===== src/sv/dip_pkg.sv =====
// Shared types and constants for the decimal int64 parser.
// No dependencies; the stage, scan and top-level files import this package.
package dip_pkg;

  localparam logic [7:0] CHAR_ZERO  = 8'h30;
  localparam logic [7:0] CHAR_NINE  = 8'h39;
  localparam logic [7:0] CHAR_PLUS  = 8'h2B;
  localparam logic [7:0] CHAR_MINUS = 8'h2D;
  localparam logic [7:0] CHAR_SPACE = 8'h20;
  localparam logic [7:0] CHAR_TAB   = 8'h09;
  localparam logic [7:0] CHAR_LF    = 8'h0A;
  localparam logic [7:0] CHAR_VT    = 8'h0B;
  localparam logic [7:0] CHAR_FF    = 8'h0C;
  localparam logic [7:0] CHAR_CR    = 8'h0D;

  localparam logic [63:0] POS_MAG_CAP   = 64'h7FFF_FFFF_FFFF_FFFF;
  localparam logic [63:0] INT64_MIN_MAG = 64'h8000_0000_0000_0000;

  typedef enum logic [1:0] {
    ST_OK        = 2'd0,
    ST_NO_DIGITS = 2'd1,
    ST_RANGE     = 2'd2
  } dip_status_e;

  typedef struct packed {
    logic [7:0] text_byte;
    logic       has_byte;
    logic       span_end;
  } dip_item_t;

  typedef struct packed {
    logic signed [63:0] parsed_value;
    logic [1:0]         parse_status;
  } dip_result_t;

endpackage


===== src/sv/dip_if.sv =====
// Valid/ready channel interfaces for the parser's byte input and result output.
// Standalone; used by the top level and the pipeline stages.
interface dip_in_if;
  logic       valid;
  logic       ready;
  logic [7:0] text_byte;
  logic       has_byte;
  logic       span_end;

  modport source(output valid, output text_byte, output has_byte, output span_end,
                 input ready);
  modport sink(input valid, input text_byte, input has_byte, input span_end,
               output ready);
endinterface

interface dip_out_if;
  logic               valid;
  logic               ready;
  logic signed [63:0] parsed_value;
  logic [1:0]         parse_status;

  modport source(output valid, output parsed_value, output parse_status, input ready);
  modport sink(input valid, input parsed_value, input parse_status, output ready);
endinterface


===== src/sv/dip_in_stage.sv =====
// Input register for one byte beat.
// Depends on dip_pkg and dip_in_if.
module dip_in_stage
  import dip_pkg::*;
(
  input  logic      clk_i,
  input  logic      rst_ni,
  dip_in_if.sink    in_i,
  input  logic      advance_i,
  output logic      valid_o,
  output dip_item_t item_o
);

  logic      valid_q;
  dip_item_t item_q;
  logic      take;

  assign in_i.ready = !valid_q || advance_i;
  assign take       = in_i.valid && in_i.ready;

  always_ff @(posedge clk_i or negedge rst_ni) begin
    if (!rst_ni) begin
      valid_q <= 1'b0;
    end else if (take) begin
      valid_q <= 1'b1;
    end else if (advance_i) begin
      valid_q <= 1'b0;
    end
  end

  always_ff @(posedge clk_i) begin
    if (take) begin
      item_q <= '{text_byte: in_i.text_byte, has_byte: in_i.has_byte,
                  span_end: in_i.span_end};
    end
  end

  assign valid_o = valid_q;
  assign item_o  = item_q;

endmodule


===== src/sv/dip_scan.sv =====
// Scan state machine and decimal accumulator; one byte per cycle while fire_i is high.
// Depends on dip_pkg.
module dip_scan
  import dip_pkg::*;
(
  input  logic        clk_i,
  input  logic        rst_ni,
  input  logic        fire_i,
  input  dip_item_t   item_i,
  output dip_result_t result_o
);

  typedef enum logic [1:0] {PH_SKIP, PH_SIGN, PH_DIGITS, PH_STOP} phase_e;

  phase_e      phase_q, phase_d;
  logic        neg_q, neg_d;
  logic [63:0] mag_q, mag_d;
  logic        ovf_q, ovf_d;
  logic        seen_q, seen_d;

  logic        is_space;
  logic        is_digit;
  logic        is_sign;
  logic [3:0]  digit;
  logic [63:0] cap;
  logic [67:0] next_mag;
  logic        take_digit;
  dip_status_e status;

  assign is_space = (item_i.text_byte == CHAR_SPACE) || (item_i.text_byte == CHAR_TAB) ||
                    (item_i.text_byte == CHAR_LF) || (item_i.text_byte == CHAR_CR) ||
                    (item_i.text_byte == CHAR_VT) || (item_i.text_byte == CHAR_FF);
  assign is_digit = (item_i.text_byte >= CHAR_ZERO) && (item_i.text_byte <= CHAR_NINE);
  assign is_sign  = (item_i.text_byte == CHAR_PLUS) || (item_i.text_byte == CHAR_MINUS);
  assign digit    = item_i.text_byte[3:0];
  assign cap      = neg_q ? INT64_MIN_MAG : POS_MAG_CAP;

  // mag*10 + d at full width; anything past 64 bits is also past the cap
  assign next_mag = {1'b0, mag_q, 3'b000} + {3'b000, mag_q, 1'b0} + {64'd0, digit};

  always_comb begin
    phase_d    = phase_q;
    neg_d      = neg_q;
    mag_d      = mag_q;
    ovf_d      = ovf_q;
    seen_d     = seen_q;
    take_digit = 1'b0;

    if (item_i.has_byte) begin
      unique case (phase_q) inside
        PH_SKIP: begin
          if (is_space) begin
            phase_d = PH_SKIP;
          end else if (is_sign) begin
            neg_d   = (item_i.text_byte == CHAR_MINUS);
            phase_d = PH_SIGN;
          end else if (is_digit) begin
            take_digit = 1'b1;
            phase_d    = PH_DIGITS;
          end else begin
            phase_d = PH_STOP;
          end
        end
        PH_SIGN, PH_DIGITS: begin
          if (is_digit) begin
            take_digit = 1'b1;
            phase_d    = PH_DIGITS;
          end else begin
            phase_d = PH_STOP;
          end
        end
        default: ;
      endcase
    end

    if (take_digit) begin
      seen_d = 1'b1;
      if (!ovf_q) begin
        if (next_mag > {4'd0, cap}) begin
          ovf_d = 1'b1;
        end else begin
          mag_d = next_mag[63:0];
        end
      end
    end

    if (!seen_d) begin
      status = ST_NO_DIGITS;
    end else if (ovf_d) begin
      status = ST_RANGE;
    end else begin
      status = ST_OK;
    end

    result_o.parse_status = status;
    result_o.parsed_value = (status == ST_OK) ? (neg_d ? -mag_d : mag_d) : 64'sd0;

    if (item_i.span_end) begin
      phase_d = PH_SKIP;
      neg_d   = 1'b0;
      mag_d   = '0;
      ovf_d   = 1'b0;
      seen_d  = 1'b0;
    end
  end

  always_ff @(posedge clk_i or negedge rst_ni) begin
    if (!rst_ni) begin
      phase_q <= PH_SKIP;
      neg_q   <= 1'b0;
      mag_q   <= '0;
      ovf_q   <= 1'b0;
      seen_q  <= 1'b0;
    end else if (fire_i) begin
      phase_q <= phase_d;
      neg_q   <= neg_d;
      mag_q   <= mag_d;
      ovf_q   <= ovf_d;
      seen_q  <= seen_d;
    end
  end

  // magnitude stays within the cap of the current sign
  a_mag_cap: assert property (@(posedge clk_i) disable iff (!rst_ni)
    !neg_q |-> (mag_q <= POS_MAG_CAP))
    else $error("magnitude above positive cap");

  a_mag_min: assert property (@(posedge clk_i) disable iff (!rst_ni)
    mag_q <= INT64_MIN_MAG)
    else $error("magnitude above negative cap");

  a_no_digit_zero: assert property (@(posedge clk_i) disable iff (!rst_ni)
    !seen_q |-> (mag_q == 64'd0 && !ovf_q))
    else $error("magnitude or overflow without digits");

  a_span_reset: assert property (@(posedge clk_i) disable iff (!rst_ni)
    (fire_i && item_i.span_end) |=> (phase_q == PH_SKIP && !neg_q && !seen_q && !ovf_q))
    else $error("state not cleared after span end");

endmodule


===== src/sv/dip_out_stage.sv =====
// Result register driving the output channel.
// Depends on dip_pkg and dip_out_if.
module dip_out_stage
  import dip_pkg::*;
(
  input  logic        clk_i,
  input  logic        rst_ni,
  input  logic        load_i,
  input  dip_result_t result_i,
  output logic        free_o,
  dip_out_if.source   out_o
);

  logic        valid_q;
  dip_result_t result_q;

  assign free_o = !valid_q || out_o.ready;

  always_ff @(posedge clk_i or negedge rst_ni) begin
    if (!rst_ni) begin
      valid_q <= 1'b0;
    end else if (load_i) begin
      valid_q <= 1'b1;
    end else if (out_o.ready) begin
      valid_q <= 1'b0;
    end
  end

  always_ff @(posedge clk_i) begin
    if (load_i) begin
      result_q <= result_i;
    end
  end

  assign out_o.valid        = valid_q;
  assign out_o.parsed_value = result_q.parsed_value;
  assign out_o.parse_status = result_q.parse_status;

endmodule


===== src/sv/decimal_int64_parser.sv =====
// Decimal text to int64 parser: one text byte per beat, one result per span.
// A span's result is formed combinationally and loaded into the result register.
// One byte per cycle unless a span-end beat waits; mag*10+d and cap check are combinational.
// A stalled output holds one result; bytes keep flowing until the next span-end beat,
// which then waits in the input register. Asynchronous active-low reset empties both
// registers and returns the scanner to whitespace skipping with a zero magnitude.
module decimal_int64_parser
  import dip_pkg::*;
(
  input  logic      clk_i,
  input  logic      rst_ni,
  dip_in_if.sink    in_i,
  dip_out_if.source out_o
);

  logic        s1_valid;
  dip_item_t   s1_item;
  logic        out_free;
  logic        fire;
  dip_result_t result;

  // an end-of-span beat needs room in the result register
  assign fire = s1_valid && (!s1_item.span_end || out_free);

  dip_in_stage u_in (
    .clk_i     (clk_i),
    .rst_ni    (rst_ni),
    .in_i      (in_i),
    .advance_i (fire),
    .valid_o   (s1_valid),
    .item_o    (s1_item)
  );

  dip_scan u_scan (
    .clk_i    (clk_i),
    .rst_ni   (rst_ni),
    .fire_i   (fire),
    .item_i   (s1_item),
    .result_o (result)
  );

  dip_out_stage u_out (
    .clk_i    (clk_i),
    .rst_ni   (rst_ni),
    .load_i   (fire && s1_item.span_end),
    .result_i (result),
    .free_o   (out_free),
    .out_o    (out_o)
  );

endmodule

===== src/flat_wrapper.sv =====
// flat-port wrapper written by rule: the top's interface ports become plain ports
module decimal_int64_parser_flat import dip_pkg::*;
  (clk_i, rst_ni, in_i_valid, in_i_text_byte, in_i_has_byte, in_i_span_end, in_i_ready, out_o_valid, out_o_parsed_value, out_o_parse_status, out_o_ready);
  dip_in_if in_i_i ();
  dip_out_if out_o_i ();
  input  logic clk_i;
  input  logic rst_ni;
  input wire logic [$bits(in_i_i.valid)-1:0] in_i_valid;
  input wire logic [$bits(in_i_i.text_byte)-1:0] in_i_text_byte;
  input wire logic [$bits(in_i_i.has_byte)-1:0] in_i_has_byte;
  input wire logic [$bits(in_i_i.span_end)-1:0] in_i_span_end;
  output wire logic [$bits(in_i_i.ready)-1:0] in_i_ready;
  output wire logic [$bits(out_o_i.valid)-1:0] out_o_valid;
  output wire logic [$bits(out_o_i.parsed_value)-1:0] out_o_parsed_value;
  output wire logic [$bits(out_o_i.parse_status)-1:0] out_o_parse_status;
  input wire logic [$bits(out_o_i.ready)-1:0] out_o_ready;
  assign in_i_i.valid = in_i_valid;
  assign in_i_i.text_byte = in_i_text_byte;
  assign in_i_i.has_byte = in_i_has_byte;
  assign in_i_i.span_end = in_i_span_end;
  assign in_i_ready = in_i_i.ready;
  assign out_o_valid = out_o_i.valid;
  assign out_o_parsed_value = out_o_i.parsed_value;
  assign out_o_parse_status = out_o_i.parse_status;
  assign out_o_i.ready = out_o_ready;
  decimal_int64_parser u_core (.clk_i(clk_i), .rst_ni(rst_ni), .in_i(in_i_i), .out_o(out_o_i));
endmodule

===== config.mk =====
export PLATFORM = sky130hd
export DESIGN_NAME = decimal_int64_parser_flat
export DESIGN_NICKNAME = d
export VERILOG_FILES = /design/src/sv/dip_pkg.sv /design/src/sv/dip_if.sv /design/src/sv/dip_in_stage.sv /design/src/sv/dip_scan.sv /design/src/sv/dip_out_stage.sv /design/src/sv/decimal_int64_parser.sv /design/src/flat_wrapper.sv
export SDC_FILE = /design/constraint.sdc
export NUM_CORES = 1
export LEC_CHECK = 0
export BUFFER_PORTS_ARGS = -buffer_cell sky130_fd_sc_hd__buf_2
export CORE_ASPECT_RATIO = 1.5
export CORE_MARGIN = 1.5
export CORE_UTILIZATION = 40
export DETAILED_ROUTE_END_ITERATION = 8
export SLEW_MARGIN = 20
export SYNTH_ARGS = -nofsm -noshare
export SYNTH_HDL_FRONTEND = slang
export SYNTH_SLANG_ARGS = --single-unit

===== constraint.sdc =====
create_clock -name clk_i -period 11.6 [get_ports clk_i]
set_clock_uncertainty 0.05 [all_clocks]
set_input_delay 1.16 -clock clk_i [delete_from_list [all_inputs] [get_ports clk_i]]
set_output_delay 1.16 -clock clk_i [all_outputs]
set_load 0.05 [all_outputs]

==> results.ini <==
[status]
status = completed

[cts]
ctsHoldBuffers = 0
insertion_delay_ps = 440
clkSlewWorstSetupHoldPaths_ps = 70
cts_buffer_depth = 2
postCtsResizedCells = 0
cts_sinks = 147
numCtsBuffers = 17
cts_root_buffer = clkbuf_16
post_cts_buffers = 0
htreeDepth = 4
cts_tree = yes

[timing]
max_freq_mhz = 106
fin_crit_sh = 0.814
setup_slack_ps = 2160
rsz0062_at_grt = no
tightest_slew_ps = 1160
min_period_ps = 9440
finalHoldViolCount = 0
setup_viol = 0
drv_slew = 0
slew_headroom = 0.223
tns_ps = 0

[synthesis]
synth_compound_area_frac = 0.223
ys.flop_type = edfxtp_1
yosysWarningCount = 0
synthMuxAreaShare = 0.0335
netlist_instances = 1931
ys_ff_latch = 147
synth.distinct_cells = 95
synth_edf_count = 76
async_reset_ff_frac = 0.483
synth_xor_area_frac = 0.0591
ys_seq_area_frac = 0.256
synth_top_family_by_area = simple AND/OR/NAND/NOR gates
synth.avg_cell_area_um2 = 8.21
synth-simple-area-share = 0.238
synth_adder_area_share = 0.156
synth_fp_nets = 2141
syn_area_mm2 = 0.0159

[global_routing]
grt_max_degree = 78
grt_pass1_wl_mm = 87.2
grt_antenna_before_repair = 0
grt_overflow = 0
grtUsageTotal = 0.285
grt_pass1_vias = 15183

[critical_path]
reg2reg_depth = 29
cp_common_cell = nor4_1
arrival_ps = 9550
cp_max_fo = 20
critPathMaxStageDelay_ps = 800
slowest_stage = a2111oi_2
timing.rr.start = u_core.u_scan.mag_q[0]$_DFFE_PN0P_
rrSetupSlack_ps = 2160
cp-start-kind = register
required_ps = 11710
r2r-end = u_core.u_out.out_o.parsed_value[52]$_SDFFCE_PP0P_
crit_type = reg -> reg
endpoint_kind = register

[power]
p_per_area_mw_per_mm2 = 107
ir_drop_mv = 0.0749
power.leakage_nw = 7.43

[route]
drt_iter0_markers = 1155
viasPerCell = 6.30
num_vias = 15563
post_drt_wl_per_cell_um = 23.4
drtPass1Iterations = 7
wl_mm = 57.9
drc = 0
postRouteAntennaNets = 0

[floorplanning]
ios = 82
row_count = 89
core_area_mm2 = 0.0392
dieArea_mm2 = 0.0409
start_util = 0.404
die_w_um = 166
die_h_um = 247

[job]
cap_violations = 0

[placed_design]
hpwl_mm = 44.9
pre_cts_ws_ps = 2300
dpl_cell_area_mm2 = 0.0166
io_buffers = 81
dp.cells = 2439
place.gp.congestion = 0.962

[cells_and_area]
area_growth_pct = 8.37
n_fill_cell = 3944
fin_cells = 2471
nets = 2168
final_cell_area_mm2 = 0.0172
diodes = 0
fin_util = 0.438
drive_gt1_frac = 0.0974

[worst_hold_path]
hold_depth = 2
hold_path.class = reg -> reg
hold-path-endpoint = u_core.u_scan.phase_q[1]$_DFFE_PN0P_
worstHoldStart = u_core.u_scan.phase_q[1]$_DFFE_PN0P_

through the flow:
stage	hold WS, ps	power [mW]
final	473	1.83
after global placement	440	1.27
after floorplan	422	1.09
after CTS	467	1.82
after detailed placement	452	1.28
after global routing	504	1.92
critical path, delay by kind of cell (launching register included):
kind                       cells  cell delay [ps]
AOI/OAI and AO/OA              8             3070
and+or+nand+nor               12             2990
adders and majority gates      4             1700
DFF                            1              470
muxes                          2              370
buffers and inverters          2              340
xor gates and xnor gates       1              160
sequential cells by signal, indices dropped and copies added, names as in the netlist:
| register | count |
|---|---|
| u_core.u_in.item_o | 10 |
| u_core.u_in.valid_o | 1 |
| u_core.u_out.out_o.parse_status | 2 |
| u_core.u_out.out_o.parsed_value | 64 |
| u_core.u_out.out_o.valid | 1 |
| u_core.u_scan.mag_q | 64 |
| u_core.u_scan.neg_q | 1 |
| u_core.u_scan.ovf_q | 1 |
| u_core.u_scan.phase_q | 2 |
| u_core.u_scan.seen_q | 1 |
Yosys cell counts (all sizes together), types with 27 or more instances:
master,instances,area [um2]
inv,30,113
ha,194,2430
a21oi,179,911
nand3,31,155
nor4,37,265
a211oi,36,285
nand2,203,762
and2,30,188
edfxtp,76,2280
buf,43,262
xor2,43,377
nor2,206,778
xnor2,64,561
or3,27,169
clkbuf,45,171
dfrtp,71,1780
mux2i,46,460
o21ai,160,808
nand4,36,231
nor3,75,397
routing by layer:
metal	track usage	share of wire
met1	0.291	0.35
met2	0.517	0.52
met3	0.0324	0.040
met4	0.222	0.090
met5	0	0
worst max path at each step:
| stage | startpoint | end |
|---|---|---|
| 5_1_grt | u_core.u_scan.mag_q[0]$_DFFE_PN0P_ | u_core.u_out.out_o.parsed_value[52]$_SDFFCE_PP0P_ |
| 3_5_place_dp | u_core.u_scan.mag_q[0]$_DFFE_PN0P_ | u_core.u_out.out_o.parsed_value[52]$_SDFFCE_PP0P_ |
| 3_3_place_gp | u_core.u_scan.mag_q[0]$_DFFE_PN0P_ | u_core.u_out.out_o.parsed_value[52]$_SDFFCE_PP0P_ |
| 6_report | u_core.u_scan.mag_q[0]$_DFFE_PN0P_ | u_core.u_out.out_o.parsed_value[52]$_SDFFCE_PP0P_ |
| 2_1_floorplan | u_core.u_scan.mag_q[0]$_DFFE_PN0P_ | u_core.u_out.out_o.parsed_value[52]$_SDFFCE_PP0P_ |
| 4_1_cts | u_core.u_scan.mag_q[0]$_DFFE_PN0P_ | u_core.u_out.out_o.parsed_value[52]$_SDFFCE_PP0P_ |
layout by cell type, fill, tap and decap left out, types with 64 or more instances in the layout:
cell      instances
nor2_1          204
xnor2_1          64
nand2_1         202
a21oi_1         175
buf_2            80
o21ai_0         134
nor3_1           72
dfrtp_1          70
ha_1            194
edfxtp_1         76
cell families (layout without fill, tap and decap cells):
family | count (synthesis) | in the layout
buffers and inverters | 118 | 158
AO/OA/AOI/OAI | 554 | 554
flip-flops | 147 | 147
multiplexers | 52 | 52
adder cells (fa/ha/maj) | 196 | 196
XOR/XNOR | 107 | 107
AND/OR/NAND/NOR | 757 | 757
final cells by class:
cell class	count	area, um2	share of cell area
tap	500	626	0.0364
clock inverter	14	141	0.00823
sequential	147	4060	0.236
timing repair buffer	96	524	0.0305
inverter	30	113	0.00655
multi-input combinational	1666	11300	0.657
clock buffer	18	429	0.0250
where the power goes:
part / internal (mW) / switching [mW]
logic: 0.216 / 0.451
registers: 0.574 / 0.0393
clock network: 0.302 / 0.252
total: 1.09 / 0.742
No activity file was read; power rests on OpenSTA's default activity.
